$ cat config.mk
export PLATFORM = sky130hd
export DESIGN_NAME = swme_cell
export DESIGN_NICKNAME = d
export VERILOG_FILES = /design/src/sv/swme_pkg.sv /design/src/sv/swme_cell.sv
export SDC_FILE = /design/constraint.sdc
export NUM_CORES = 1
export LEC_CHECK = 0
export BUFFER_PORTS_ARGS = -buffer_cell sky130_fd_sc_hd__buf_2
export CAP_MARGIN = 0
export CORE_UTILIZATION = 30
export DETAILED_ROUTE_END_ITERATION = 8
export GPL_ROUTABILITY_DRIVEN = 0
export PLACE_DENSITY_LB_ADDON = 0.2
export SETUP_SLACK_MARGIN = 0.2
export SLEW_MARGIN = 25
export SYNTH_ARGS = -nofsm -noshare
export SYNTH_HDL_FRONTEND = slang
export SYNTH_SLANG_ARGS = --single-unit
$ cat constraint.sdc
create_clock -name clk -period 3.1 [get_ports clk]
set_input_delay 0.31 -clock clk [delete_from_list [all_inputs] [get_ports clk]]
set_output_delay 0.31 -clock clk [all_outputs]
set_load 0.03 [all_outputs]
$ cat src/sv/swme_pkg.sv
// Package: sizes, types and constants of the sliding-window envelope block.
`timescale 1ns / 1ps
`default_nettype none
package swme_pkg;
	localparam int MAX_RADIUS  = 31;
	localparam int SAMPLE_BITS = 16;
	localparam int RADIUS_BITS = 5;
	localparam int WIN_DEPTH   = 2 * MAX_RADIUS + 1;
	localparam int CNT_BITS    = $clog2(WIN_DEPTH + 1);

	typedef logic signed [SAMPLE_BITS-1:0] sample_t;
	typedef logic [RADIUS_BITS-1:0]        radius_t;
	typedef logic [CNT_BITS-1:0]           cnt_t;

	localparam sample_t SAMPLE_MIN = sample_t'({1'b1, {(SAMPLE_BITS-1){1'b0}}});
	localparam sample_t SAMPLE_MAX = sample_t'({1'b0, {(SAMPLE_BITS-1){1'b1}}});

	// running max/min travelling down the cell row
	typedef struct packed {
		logic    valid;
		cnt_t    left;
		sample_t hi;
		sample_t lo;
	} tok_t;

	typedef enum logic [1:0] {
		ST_IDLE,
		ST_SCAN,
		ST_HOLD
	} state_t;
endpackage
`default_nettype wire

$ cat src/sv/swme_cell.sv
// Window cell: holds one sample, merges it into the passing max/min request.
`timescale 1ns / 1ps
`default_nettype none
module swme_cell
	import swme_pkg::*;
(
	input  wire logic    clk,
	input  wire logic    arst_n,
	input  wire logic    shift_en,
	input  wire sample_t samp_in,
	input  wire tok_t    tok_in,
	output sample_t      samp_q,
	output tok_t         tok_q
);
	logic    live;
	logic    valid_q;
	cnt_t    left_q;
	sample_t hi_q;
	sample_t lo_q;

	assign live = tok_in.valid && (tok_in.left != '0);

	always_ff @(posedge clk) begin
		if (shift_en) begin
			samp_q <= samp_in;
		end
		left_q <= tok_in.left - cnt_t'(1);
		hi_q   <= (samp_q > tok_in.hi) ? samp_q : tok_in.hi;
		lo_q   <= (samp_q < tok_in.lo) ? samp_q : tok_in.lo;
	end

	always_ff @(posedge clk or negedge arst_n) begin
		if (!arst_n) begin
			valid_q <= 1'b0;
		end else begin
			valid_q <= live;
		end
	end

	assign tok_q = {valid_q, left_q, hi_q, lo_q};
endmodule
`default_nettype wire

==> impl_table.tex, run 1 <==
\begin{tabular}{lr}
\hline
Metric & Value \\
\hline
\multicolumn{2}{l}{\textbf{STA}} \\
\quad Max Slew Vio Count & 0 \\
\quad Least-Margin Pin Slew & 0.651 ns \\
\quad Crit share post-route & 0.858 \\
\quad Worst slack on hold paths & 0.173 ns \\
\quad Maximum achievable frequency & 376 MHz \\
\quad Accumulated negative setup slack & 0 ns \\
\quad Final Critical Period & 2.66 ns \\
\quad Hold Violations, Final & 0 \\
\quad Clock tree skew after final layout & 0.00563 ns \\
\quad Final setup violation count & 0 \\
\quad Rel. slew slack & 0.564 \\
\quad Setup repair after global routing missed its margin & no \\
\multicolumn{2}{l}{\textbf{Global routing}} \\
\quad GRT overflow & 0 \\
\quad Met2 GRT Util & 0.238 \\
\quad Antenna violations before repair & 1 \\
\quad Wire length of the first global-routing pass & 11.2 mm \\
\quad Layer carrying the most global-route usage & met2 \\
\quad Global routing usage on met1 & 0.185 \\
\quad Via count of the first global-routing pass & 2335 \\
\quad Pin count of the biggest net entering global routing & 17 \\
\quad Met3 track demand over resource & 0.0422 \\
\quad Global Route Usage Sum & 0.146 \\
\multicolumn{2}{l}{\textbf{Cells and area}} \\
\quad Total of fill cells in the finished design & 940 \\
\quad Share of the core filled with cells in the final layout & 0.396 \\
\quad Final standard cell count with taps included and fillers excluded & 506 \\
\quad Total area of sequential cells & 0.00127 mm\^{}2 \\
\quad Nets & 467 \\
\quad Combined area of the multi-input logic cells & 0.00142 mm\^{}2 \\
\quad Number of antenna cells inserted & 0 \\
\quad Fraction of final layout cells sized beyond drive strength 1 & 0.395 \\
\quad Synth-to-layout area growth & 27.8\% \\
\multicolumn{2}{l}{\textbf{Synthesis}} \\
\quad Area fraction in compound gates after synthesis & 0.155 \\
\quad Net Count, Synth & 350 \\
\quad Post-Synth Adder-Cell Area & 0.144 \\
\quad Area share of the largest cell type after synthesis & 0.266 \\
\quad Number of standard cells after synthesis & 259 \\
\quad Dominant combinational cell family by area after synthesis & compound AO/OA/AOI/OAI gates \\
\quad Biggest area contributors in the synthesized netlist & dfxtp\_1, edfxtp\_1, ha\_1 \\
\quad Synthesized flop and latch total & 55 \\
\quad XOR/XNOR share of the synthesized area & 0.0153 \\
\quad Sequential cell area fraction in the yosys report & 0.442 \\
\quad Count of flip-flops with a built-in enable after synthesis & 16 \\
\quad Main synth FF type & dfxtp\_1 \\
\quad Share of synthesized registers carrying an async set or reset & 0.0182 \\
\quad Post-synthesis mux area share & 0.0673 \\
\quad Yosys top cell by area & dfxtp\_1 \\
\quad Warnings, synthesis & 0 \\
\quad Simple-gate share of the synthesized area & 0.110 \\
\quad Synth cell types & 43 \\
\quad Area of the mapped netlist & 0.00286 mm\^{}2 \\
\quad Mean Syn Cell Area & 11.1 um\^{}2 \\
\multicolumn{2}{l}{\textbf{Die}} \\
\quad Horizontal die dimension & 99.7 um \\
\quad Die Area & 0.00994 mm\^{}2 \\
\quad Vertical die dimension & 99.7 um \\
\quad Initial Utilization & 0.310 \\
\quad Placeable core region & 0.00924 mm\^{}2 \\
\quad Number of standard-cell rows in the floorplan & 35 \\
\quad Number of I/O pins & 113 \\
\multicolumn{2}{l}{\textbf{Detailed routing}} \\
\quad DRC violations left & 0 \\
\quad Total detailed-routing wirelength & 7.03 mm \\
\quad Vias & 2337 \\
\quad Iteration-0 DRC count of the detailed router & 100 \\
\quad Number of optimization iterations in the first detailed-route pass & 5 \\
\quad Average wire per cell in the routed design & 13.9 um \\
\quad Remaining antenna violation count & 0 \\
\quad DR vias/cell & 4.62 \\
\multicolumn{2}{l}{\textbf{Worst setup path}} \\
\quad Worst setup SP type & flip-flop \\
\quad Crit path arrival time & 2.86 ns \\
\quad CP required & 3.30 ns \\
\quad Worst Path Class, Setup & reg -> reg \\
\quad Crit. Startpoint & samp\_q[15] \\
\quad Register-to-register path setup slack & 0.44 ns \\
\quad Crit. End Element & flip-flop \\
\quad Launching point of the worst reg2reg path & samp\_q[15] \\
\quad Reg2reg end & lo\_q[13] \\
\quad Biggest fanout along the worst timing path & 12 \\
\quad Register-to-Register Path Depth & 7 \\
\multicolumn{2}{l}{\textbf{Clocking}} \\
\quad Root buffer cell & clkbuf\_8 \\
\quad Depth of the CTS H-tree & 2 \\
\quad Clock transition at the registers of the reported paths & 0.10 ns \\
\quad Total CTS buffers & 5 \\
\quad Clock network latency to the later pin of the worst-skew pair & 0.30 ns \\
\quad Max Buffers Root-to-Sink & 2 \\
\quad Clock tree from TritonCTS & yes \\
\quad CTS sink count & 55 \\
\quad Post CTS Setup Buffer Count & 0 \\
\multicolumn{2}{l}{\textbf{Run status}} \\
\quad Status & finished clean \\
\multicolumn{2}{l}{\textbf{Pwr}} \\
\quad Power consumption & 2.06 mW \\
\quad Power per Cell Area & 563 mW/mm\^{}2 \\
\quad Static leakage power & 1.83 nW \\
\quad Max rail drop VDD & 218 uV \\
\multicolumn{2}{l}{\textbf{Worst hold path}} \\
\quad Worst hold start & samp\_in[11] \\
\quad Worst Hold End & samp\_q[11] \\
\quad Type of the most critical hold path & in -> reg \\
\quad Cell depth of the worst min-delay path & 1 \\
\multicolumn{2}{l}{\textbf{Flow run}} \\
\quad Number of violations of the max-capacitance limit & 0 \\
\multicolumn{2}{l}{\textbf{Place}} \\
\quad Dpl cells & 497 \\
\quad Port Buf Inserts & 112 \\
\quad Post-detailed-placement half-perimeter wirelength & 5.58 mm \\
\hline
\end{tabular}
## report_power, final
group	leakage [nW]	internal (mW)	switching (mW)	total [mW]
registers	0.489	0.857	0.0534	0.910
logic	1.30	0.278	0.479	0.758
clock network	0.0422	0.160	0.234	0.394
total	1.83	1.29	0.767	2.06
## worst max path at each step
stage / end / cells after the start / slack (ns)
2_1_floorplan: hi_q[10] / 8 / 0.56
3_5_place_dp: lo_q[13] / 7 / 0.46
5_1_grt: lo_q[14] / 7 / 0.25
4_1_cts: lo_q[13] / 7 / 0.43
3_3_place_gp: lo_q[0] / 6 / 0.44
6_report: lo_q[13] / 7 / 0.44
## metrics by stage
step	instance area (um^2)	setup slack (ns)
2_1_floorplan	2860	0.564
3_3_place_gp	3560	0.444
3_5_place_dp	3570	0.455
4_1_cts	3660	0.434
5_1_grt	3660	0.249
6_report	3660	0.440
## critical path: stages (launching register included)
cell	delay (ns)
edfxtp_1	0.49
ha_1	0.54
nand2_4	0.10
nor2_4	0.17
nand4_1	0.21
and3_1	0.24
a211o_1	0.45
a221o_1	0.35
## logic make-up (layout without fill, tap and decap cells)
kind of cell | count (synthesis) | count (layout)
and+or+nand+nor | 56 | 56
DFF | 55 | 55
AOI/OAI and AO/OA | 49 | 49
buffers and inverters | 44 | 162
adders and majority gates | 33 | 33
muxes | 17 | 17
xor gates and xnor gates | 5 | 5
## routing by layer
layer,part of all wire,up-vias
li1,-,1172
met5,0,-
met2,0.46,86
met4,0.016,0
met1,0.45,1071
met3,0.071,8
## layout make-up
| class | count | share of cell area |
|---|---|---|
| multi-input combinational | 160 | 0.387 |
| sequential | 55 | 0.346 |
| timing repair buffer | 116 | 0.162 |
| clock buffer | 7 | 0.0208 |
| clock inverter | 1 | 0.00137 |
| inverter | 38 | 0.0390 |
| tap | 129 | 0.0441 |
## flip-flops by register name, indices dropped and copies added (netlist names)
name / flops
hi_q: 16
left_q: 6
lo_q: 16
samp_q: 16
valid_q: 1
## synthesized netlist by cell type (all sizes together) (6+ instances only)
master  instances
mux2           15
dfxtp          38
a21oi           7
a221o          14
nand4           8
a211o           7
nand2          11
edfxtp         16
inv            37
nand3           7
buf             6
nor2           15
ha             33
## layout by cell type (no fill, tap or decap), types with 5 or more instances in the layout
cell and count:
buf_2 112, dfxtp_1 38, inv_1 37, ha_1 33, edfxtp_1 16, mux2_2 15
nor2_1 14, a221o_1 14, nand2_1 10, nand4_1 8, a211o_1 7, nand3_1 7
a21oi_1 6, clkbuf_8 5
## repair_timing
item	4_1_cts	5_1_grt
endpoints found under the hold margin	1	0
hold buffers	1	0
resized for setup	0	0
Note: power is estimated with default switching activity, not from simulation.
==> run 2: changes to the inputs <==
- CORE_UTILIZATION: 30 -> 49
- TNS_END_PERCENT: default -> 1
==> run 2 against run 1 <==
Against the previous run: combinational power rose by 1%; power rose by 1.8%; flip-flop and latch count did not move; non-clock buffer count rose by 2; count of clock-buffer cells in the layout rose by 1; die area fell by 38%; clock skew rose by 0.0031 ns; global-route usage rose by 6.9 points; largest cell class unchanged; largest power group unchanged.
==> impl_table.tex, run 2 (synthesis gave the netlist of run 1 again) <==
\begin{tabular}{lr}
\hline
Metric & Value \\
\hline
\multicolumn{2}{l}{\textbf{Die}} \\
\quad Number of I/O pins & 113 (unchanged) \\
\quad Placeable core region & 0.00557 mm\^{}2 (-40\%) \\
\quad Vertical die dimension & 78.5 um (-21\%) \\
\quad Die Area & 0.00615 mm\^{}2 (-38\%) \\
\quad Number of standard-cell rows in the floorplan & 27 (-23\%) \\
\quad Horizontal die dimension & 78.5 um (-21\%) \\
\quad Initial Utilization & 0.514 (+0.204) \\
\multicolumn{2}{l}{\textbf{Pwr}} \\
\quad Power per Cell Area & 580 mW/mm\^{}2 (+3.0\%) \\
\quad Sequential group share of total power & 0.431 (-0.011) \\
\quad Sw power & 0.746 mW (-2.6\%) \\
\quad Static leakage power & 1.84 nW (+0.62\%) \\
\quad Portion of total power attributed to combinational logic & 0.365 (-0.003) \\
\quad Clock share of power & 0.204 (+0.013) \\
\quad Max rail drop VDD & 308 uV (+41\%) \\
\quad Cell-internal power & 1.35 mW (+4.4\%) \\
\quad Switching fraction of total power & 0.356 (-0.0161) \\
\multicolumn{2}{l}{\textbf{Global routing}} \\
\quad Global Route Usage Sum & 0.215 (+0.0688) \\
\quad Via count of the first global-routing pass & 2228 (-4.6\%) \\
\quad Pin count of the biggest net entering global routing & 17 (unchanged) \\
\quad Antenna violations before repair & 0 (-1) \\
\quad Wire length of the first global-routing pass & 10.2 mm (-9.4\%) \\
\quad GRT overflow & 0 (unchanged) \\
\multicolumn{2}{l}{\textbf{Clocking}} \\
\quad Depth of the CTS H-tree & 2 (unchanged) \\
\quad CTS sink count & 55 (unchanged) \\
\quad Max Buffers Root-to-Sink & 2 (unchanged) \\
\quad Clock network latency to the later pin of the worst-skew pair & 0.30 ns (about the same) \\
\quad Clock transition at the registers of the reported paths & 0.09 ns (about the same) \\
\quad Clock tree from TritonCTS & yes \\
\quad Total CTS buffers & 5 (unchanged) \\
\quad Root buffer cell & clkbuf\_8 \\
\multicolumn{2}{l}{\textbf{STA}} \\
\quad Final Critical Period & 2.75 ns (+0.0858 ns) \\
\quad Rel. slew slack & 0.677 (+0.114) \\
\quad Accumulated negative setup slack & 0 ns (unchanged) \\
\quad Clock tree skew after final layout & 0.00869 ns (+0.00306 ns) \\
\quad Maximum achievable frequency & 364 MHz (-3.1\%) \\
\quad Least-Margin Pin Slew & 0.483 ns (-0.168 ns) \\
\quad Final setup violation count & 0 (unchanged) \\
\quad Crit share post-route & 0.886 (+0.0277) \\
\quad Setup repair after global routing missed its margin & no \\
\quad Hold Violations, Final & 0 (unchanged) \\
\quad Max Slew Vio Count & 0 (unchanged) \\
\multicolumn{2}{l}{\textbf{Detailed routing}} \\
\quad Met3 wire len & 407 um (-19\%) \\
\quad Remaining antenna violation count & 0 (unchanged) \\
\quad DRC violations left & 0 (unchanged) \\
\quad Average wire per cell in the routed design & 14.0 um (+0.61\%) \\
\quad Sum of met2 wire segment lengths after detailed routing & 2.96 mm (-8.3\%) \\
\quad Total detailed-routing wirelength & 6.30 mm (-10\%) \\
\quad Iteration-0 DRC count of the detailed router & 97 (-3.0\%) \\
\quad Number of optimization iterations in the first detailed-route pass & 4 (-1) \\
\quad DR vias/cell & 5.24 (+13\%) \\
\quad Vias & 2363 (+1.1\%) \\
\quad Post-route met1 wirelength & 2.84 mm (-11\%) \\
\quad Highest metal used & met4 \\
\multicolumn{2}{l}{\textbf{Cells and area}} \\
\quad Synth-to-layout area growth & 26.3\% \\
\quad Share of the core filled with cells in the final layout & 0.649 (+0.253) \\
\quad Largest registers ranked by flip-flop count & hi\_q: 16 flops, lo\_q: 16 flops, samp\_q: 16 flops \\
\quad Total of fill cells in the finished design & 477 (-49\%) \\
\quad Fraction of final layout cells sized beyond drive strength 1 & 0.398 (+0.00319) \\
\quad Commonest non-fill, non-tap cell in the layout & buf\_2 \\
\quad Commonest cells after routing, fill and taps aside & buf\_2, dfxtp\_1, inv\_1 \\
\quad Nets & 469 (+0.43\%) \\
\quad Number of antenna cells inserted & 0 (unchanged) \\
\multicolumn{2}{l}{\textbf{Worst setup path}} \\
\quad Register-to-Register Path Depth & 8 (+1) \\
\quad Biggest fanout along the worst timing path & 11 (-1) \\
\quad Worst Path Class, Setup & reg -> reg \\
\quad CP required & 3.29 ns (about the same) \\
\quad Crit. End Element & flip-flop \\
\quad Crit path arrival time & 2.94 ns (+0.08 ns) \\
\quad Worst setup SP type & flip-flop \\
\multicolumn{2}{l}{\textbf{Place}} \\
\quad Post-detailed-placement half-perimeter wirelength & 4.96 mm (-11\%) \\
\quad Port Buf Inserts & 112 (unchanged) \\
\multicolumn{2}{l}{\textbf{Worst hold path}} \\
\quad Type of the most critical hold path & in -> reg \\
\quad Cell depth of the worst min-delay path & 1 (unchanged) \\
\multicolumn{2}{l}{\textbf{Run status}} \\
\quad Status & finished clean \\
\multicolumn{2}{l}{\textbf{Flow run}} \\
\quad Number of violations of the max-capacitance limit & 0 (unchanged) \\
\hline
\end{tabular}
[run 2: cell type report]
cell class / instances / area (um^2) / share of cell area
inverter: 38 / 143 / 0.0394
tap: 72 / 90.1 / 0.0249
clock buffer: 8 / 101 / 0.0280
timing repair buffer: 118 / 608 / 0.168
multi-input combinational: 160 / 1410 / 0.390
sequential: 55 / 1270 / 0.350
[run 2: routing by layer]
| layer | track usage | vias up |
|---|---|---|
| li1 | - | 1181 |
| met1 | 0.265 | 1076 |
| met2 | 0.365 | 96 |
| met3 | 0.0535 | 10 |
| met4 | 0.0741 | 0 |
| met5 | 0 | - |
[run 2: path summary, 6_finish.rpt]
path                             startpoint          to  slack, ns
worst max-delay path              samp_q[5]     hi_q[8]       0.35
worst min-delay path            samp_in[15]  samp_q[15]       0.17
worst max register to register    samp_q[5]     hi_q[8]       0.35
worst min register to register    samp_q[4]     lo_q[4]       0.59
max in group asynchronous            arst_n     valid_q       2.73
min in group asynchronous            arst_n     valid_q       0.29
[run 2: power groups by stage]
stage,combinational (mW),sequential (mW),clock (mW)
after global placement,0.752,0.920,0
after detailed placement,0.764,0.920,0
after floorplan,0.309,1.15,0
final,0.766,0.904,0.428
after CTS,0.770,0.905,0.445
after global routing,0.825,0.917,0.475
[run 2: repair_timing]
action | in CTS | in global routing
setup endpoints to repair | 0 | 9
hold buffers | 1 | 0
setup buffers | 0 | 0
hold endpoints to repair | 1 | 0
resized for setup | 0 | 1
[run 2: through the flow]
step | hold slack, ns | instance area, um^2 | worst slack, ns | cells | power (mW)
2_1_floorplan | 0.0144 | 2860 | 0.564 | 259 | 1.46
3_3_place_gp | 0.0840 | 3510 | 0.417 | 442 | 1.67
3_5_place_dp | 0.0857 | 3510 | 0.394 | 442 | 1.68
4_1_cts | 0.163 | 3620 | 0.356 | 451 | 2.12
5_1_grt | 0.155 | 3620 | 0.214 | 451 | 2.22
6_report | 0.172 | 3620 | 0.354 | 451 | 2.10
[run 2: worst max-delay path, cell delays in order, from the launching register on]
cell and delay, ns:
edfxtp_1 0.49, ha_1 0.34, a211o_1 0.29, a21oi_1 0.19
o21ba_2 0.18, o2111ai_1 0.18, o21ai_2 0.31, buf_4 0.28
mux2_2 0.36
==> run 3: changes to the inputs <==
- PLACE_DENSITY: default -> 0.82
- PLACE_DENSITY_LB_ADDON: 0.2 -> default
==> run 3 against run 2 <==
Against the previous run: final area barely moved; flip-flop and latch count unchanged; clock skew is 0.0013 ns lower; first-iteration DRC count down 10%; critical path depth is 1 lower; via count is 1.2% higher; non-clock buffer count is 2 lower; worst hold slack worse by 0.0083 ns; setup slack better by 0.048 ns; sequential power is essentially flat; sequential share of layout area about the same; power is 1.7% higher; critical path type unchanged; largest power group unchanged; highest routed layer unchanged.
==> impl_table.tex, run 3 (synthesis gave the netlist of run 1 again) <==
\begin{tabular}{lr}
\hline
Metric & Value \\
\hline
\multicolumn{2}{l}{\textbf{Run status}} \\
\quad Status & finished clean \\
\multicolumn{2}{l}{\textbf{Cells and area}} \\
\quad Share of the core filled with cells in the final layout & 0.649 (about the same) \\
\quad Synth-to-layout area growth & 26.3\% (about the same) \\
\quad Nets & 467 (-0.43\%) \\
\quad Number of antenna cells inserted & 0 (unchanged) \\
\quad Largest registers ranked by flip-flop count & hi\_q: 16 flops, lo\_q: 16 flops, samp\_q: 16 flops \\
\quad Commonest non-fill, non-tap cell in the layout & buf\_2 \\
\quad Total of fill cells in the finished design & 478 (+0.21\%) \\
\quad Fraction of final layout cells sized beyond drive strength 1 & 0.398 (-0.000539) \\
\quad Commonest cells after routing, fill and taps aside & buf\_2, dfxtp\_1, inv\_1 \\
\multicolumn{2}{l}{\textbf{Pwr}} \\
\quad Static leakage power & 1.84 nW (+0.11\%) \\
\quad Power per Cell Area & 590 mW/mm\^{}2 (+1.8\%) \\
\quad Max rail drop VDD & 280 uV (-8.9\%) \\
\multicolumn{2}{l}{\textbf{Worst setup path}} \\
\quad Crit. End Element & flip-flop \\
\quad Largest delay share family, worst path & compound AO/OA/AOI/OAI gates \\
\quad Launching point of the worst reg2reg path & samp\_q[15] \\
\quad Cell type of the slowest stage on the worst timing path & ha\_1 \\
\quad Maximum single-stage delay on the critical path & 0.56 ns (+0.07 ns) \\
\quad Biggest fanout along the worst timing path & 12 (+1) \\
\quad Reg2reg end & lo\_q[14] \\
\quad Worst Path Buf+Inv & 0 (-1) \\
\quad Register-to-register path setup slack & 0.40 ns (+0.05 ns) \\
\quad Worst Path Class, Setup & reg -> reg \\
\quad Worst setup SP type & flip-flop \\
\quad CP required & 3.30 ns (about the same) \\
\quad Crit path arrival time & 2.90 ns (-0.04 ns) \\
\quad Register-to-Register Path Depth & 7 (-1) \\
\quad Cells along the critical path & ha\_1 > nand2\_4 > nor2\_4 > nand4\_1 > and3\_1 > a211o\_1 > a221o\_1 \\
\multicolumn{2}{l}{\textbf{STA}} \\
\quad Final Critical Period & 2.70 ns (-0.0479 ns) \\
\quad Final setup violation count & 0 (unchanged) \\
\quad Clock tree skew after final layout & 0.00739 ns (-0.00130 ns) \\
\quad Maximum achievable frequency & 371 MHz (+1.8\%) \\
\quad Setup repair after global routing missed its margin & no \\
\quad Least-Margin Pin Slew & 0.663 ns (+0.180 ns) \\
\quad Max Slew Vio Count & 0 (unchanged) \\
\quad Accumulated negative setup slack & 0 ns (unchanged) \\
\quad Rel. slew slack & 0.556 (-0.122) \\
\quad Hold Violations, Final & 0 (unchanged) \\
\quad Crit share post-route & 0.870 (-0.0154) \\
\multicolumn{2}{l}{\textbf{Global routing}} \\
\quad Wire length of the first global-routing pass & 10.4 mm (+1.9\%) \\
\quad GRT overflow & 0 (unchanged) \\
\quad Antenna violations before repair & 0 (unchanged) \\
\quad Via count of the first global-routing pass & 2325 (+4.4\%) \\
\quad Global Route Usage Sum & 0.218 (+0.00272) \\
\quad Pin count of the biggest net entering global routing & 17 (unchanged) \\
\multicolumn{2}{l}{\textbf{Flow run}} \\
\quad Number of violations of the max-capacitance limit & 0 (unchanged) \\
\multicolumn{2}{l}{\textbf{Die}} \\
\quad Number of I/O pins & 113 (unchanged) \\
\quad Vertical die dimension & 78.5 um (unchanged) \\
\quad Number of standard-cell rows in the floorplan & 27 (unchanged) \\
\quad Initial Utilization & 0.514 (unchanged) \\
\quad Horizontal die dimension & 78.5 um (unchanged) \\
\quad Die Area & 0.00615 mm\^{}2 (unchanged) \\
\quad Placeable core region & 0.00557 mm\^{}2 (unchanged) \\
\multicolumn{2}{l}{\textbf{Detailed routing}} \\
\quad Average wire per cell in the routed design & 14.2 um (+1.8\%) \\
\quad Number of optimization iterations in the first detailed-route pass & 4 (unchanged) \\
\quad Iteration-0 DRC count of the detailed router & 87 (-10\%) \\
\quad Remaining antenna violation count & 0 (unchanged) \\
\quad DRC violations left & 0 (unchanged) \\
\quad Vias & 2392 (+1.2\%) \\
\quad Total detailed-routing wirelength & 6.39 mm (+1.4\%) \\
\quad DR vias/cell & 5.33 (+1.7\%) \\
\multicolumn{2}{l}{\textbf{Clocking}} \\
\quad Clock network latency to the later pin of the worst-skew pair & 0.31 ns (about the same) \\
\quad Clock transition at the registers of the reported paths & 0.10 ns (about the same) \\
\quad Clock tree from TritonCTS & yes \\
\quad Gates resized, CTS repair & 0 (unchanged) \\
\quad Max Buffers Root-to-Sink & 2 (unchanged) \\
\quad Depth of the CTS H-tree & 2 (unchanged) \\
\quad Root buffer cell & clkbuf\_8 \\
\quad CTS sink count & 55 (unchanged) \\
\quad Total CTS buffers & 5 (unchanged) \\
\multicolumn{2}{l}{\textbf{Worst hold path}} \\
\quad Type of the most critical hold path & in -> reg \\
\quad Cell depth of the worst min-delay path & 1 (unchanged) \\
\quad Worst hold start & samp\_in[14] \\
\quad Worst Hold End & samp\_q[14] \\
\multicolumn{2}{l}{\textbf{Place}} \\
\quad Post-detailed-placement half-perimeter wirelength & 5.01 mm (+0.94\%) \\
\quad Port Buf Inserts & 112 (unchanged) \\
\hline
\end{tabular}
==> run 3: how the worst max path moves through the flow <==
| stage | end | cells after the start | start | slack, ns |
|---|---|---|---|---|
| 4_1_cts | lo_q[14] | 6 | samp_q[15] | 0.37 |
| 2_1_floorplan | hi_q[10] | 8 | samp_q[5] | 0.56 |
| 3_5_place_dp | lo_q[14] | 6 | samp_q[15] | 0.38 |
| 3_3_place_gp | lo_q[5] | 6 | samp_q[15] | 0.49 |
| 6_report | lo_q[14] | 7 | samp_q[15] | 0.40 |
| 5_1_grt | lo_q[4] | 7 | samp_q[15] | 0.28 |
==> run 3: area by class of cell <==
class | instances | area, um^2 | share of cell area
Tap cell | 72 | 90.1 | 0.0249
Clock buffer | 5 | 68.8 | 0.0190
Sequential cell | 55 | 1270 | 0.350
Clock inverter | 3 | 38.8 | 0.0107
Multi-Input combinational cell | 160 | 1420 | 0.392
Timing Repair Buffer | 116 | 593 | 0.164
Inverter | 38 | 143 | 0.0394
==> run 3: where the power goes <==
| part | internal, mW | switching [mW] |
|---|---|---|
| clock network | 0.237 | 0.231 |
| registers | 0.857 | 0.0476 |
| logic | 0.280 | 0.482 |
==> run 3: repair_timing <==
action,4_1_cts,5_1_grt
hold buffers,1,0
endpoints found under the hold margin,1,0
setup endpoints to repair,0,0
buffers inserted,0,0
==> run 3: metrics by stage <==
step / area, um^2 / std cells / hold WS (ns) / setup WS [ns] / power, mW
floorplan: 2860 / 259 / 0.0144 / 0.564 / 1.46
global placement: 3490 / 440 / 0.0844 / 0.489 / 1.66
detailed placement: 3490 / 440 / 0.0865 / 0.384 / 1.68
CTS: 3610 / 449 / 0.161 / 0.367 / 2.14
global route: 3620 / 449 / 0.157 / 0.280 / 2.23
finish: 3620 / 449 / 0.164 / 0.402 / 2.13
==> run 3: layer usage <==
layer | wire (um) | up-vias | GRT usage
li1 | - | 1172 | -
met1 | 2680 | 1111 | 0.253
met2 | 3110 | 97 | 0.382
met3 | 485 | 12 | 0.0593
met4 | 114 | 0 | 0.0778
met5 | 0 | - | 0
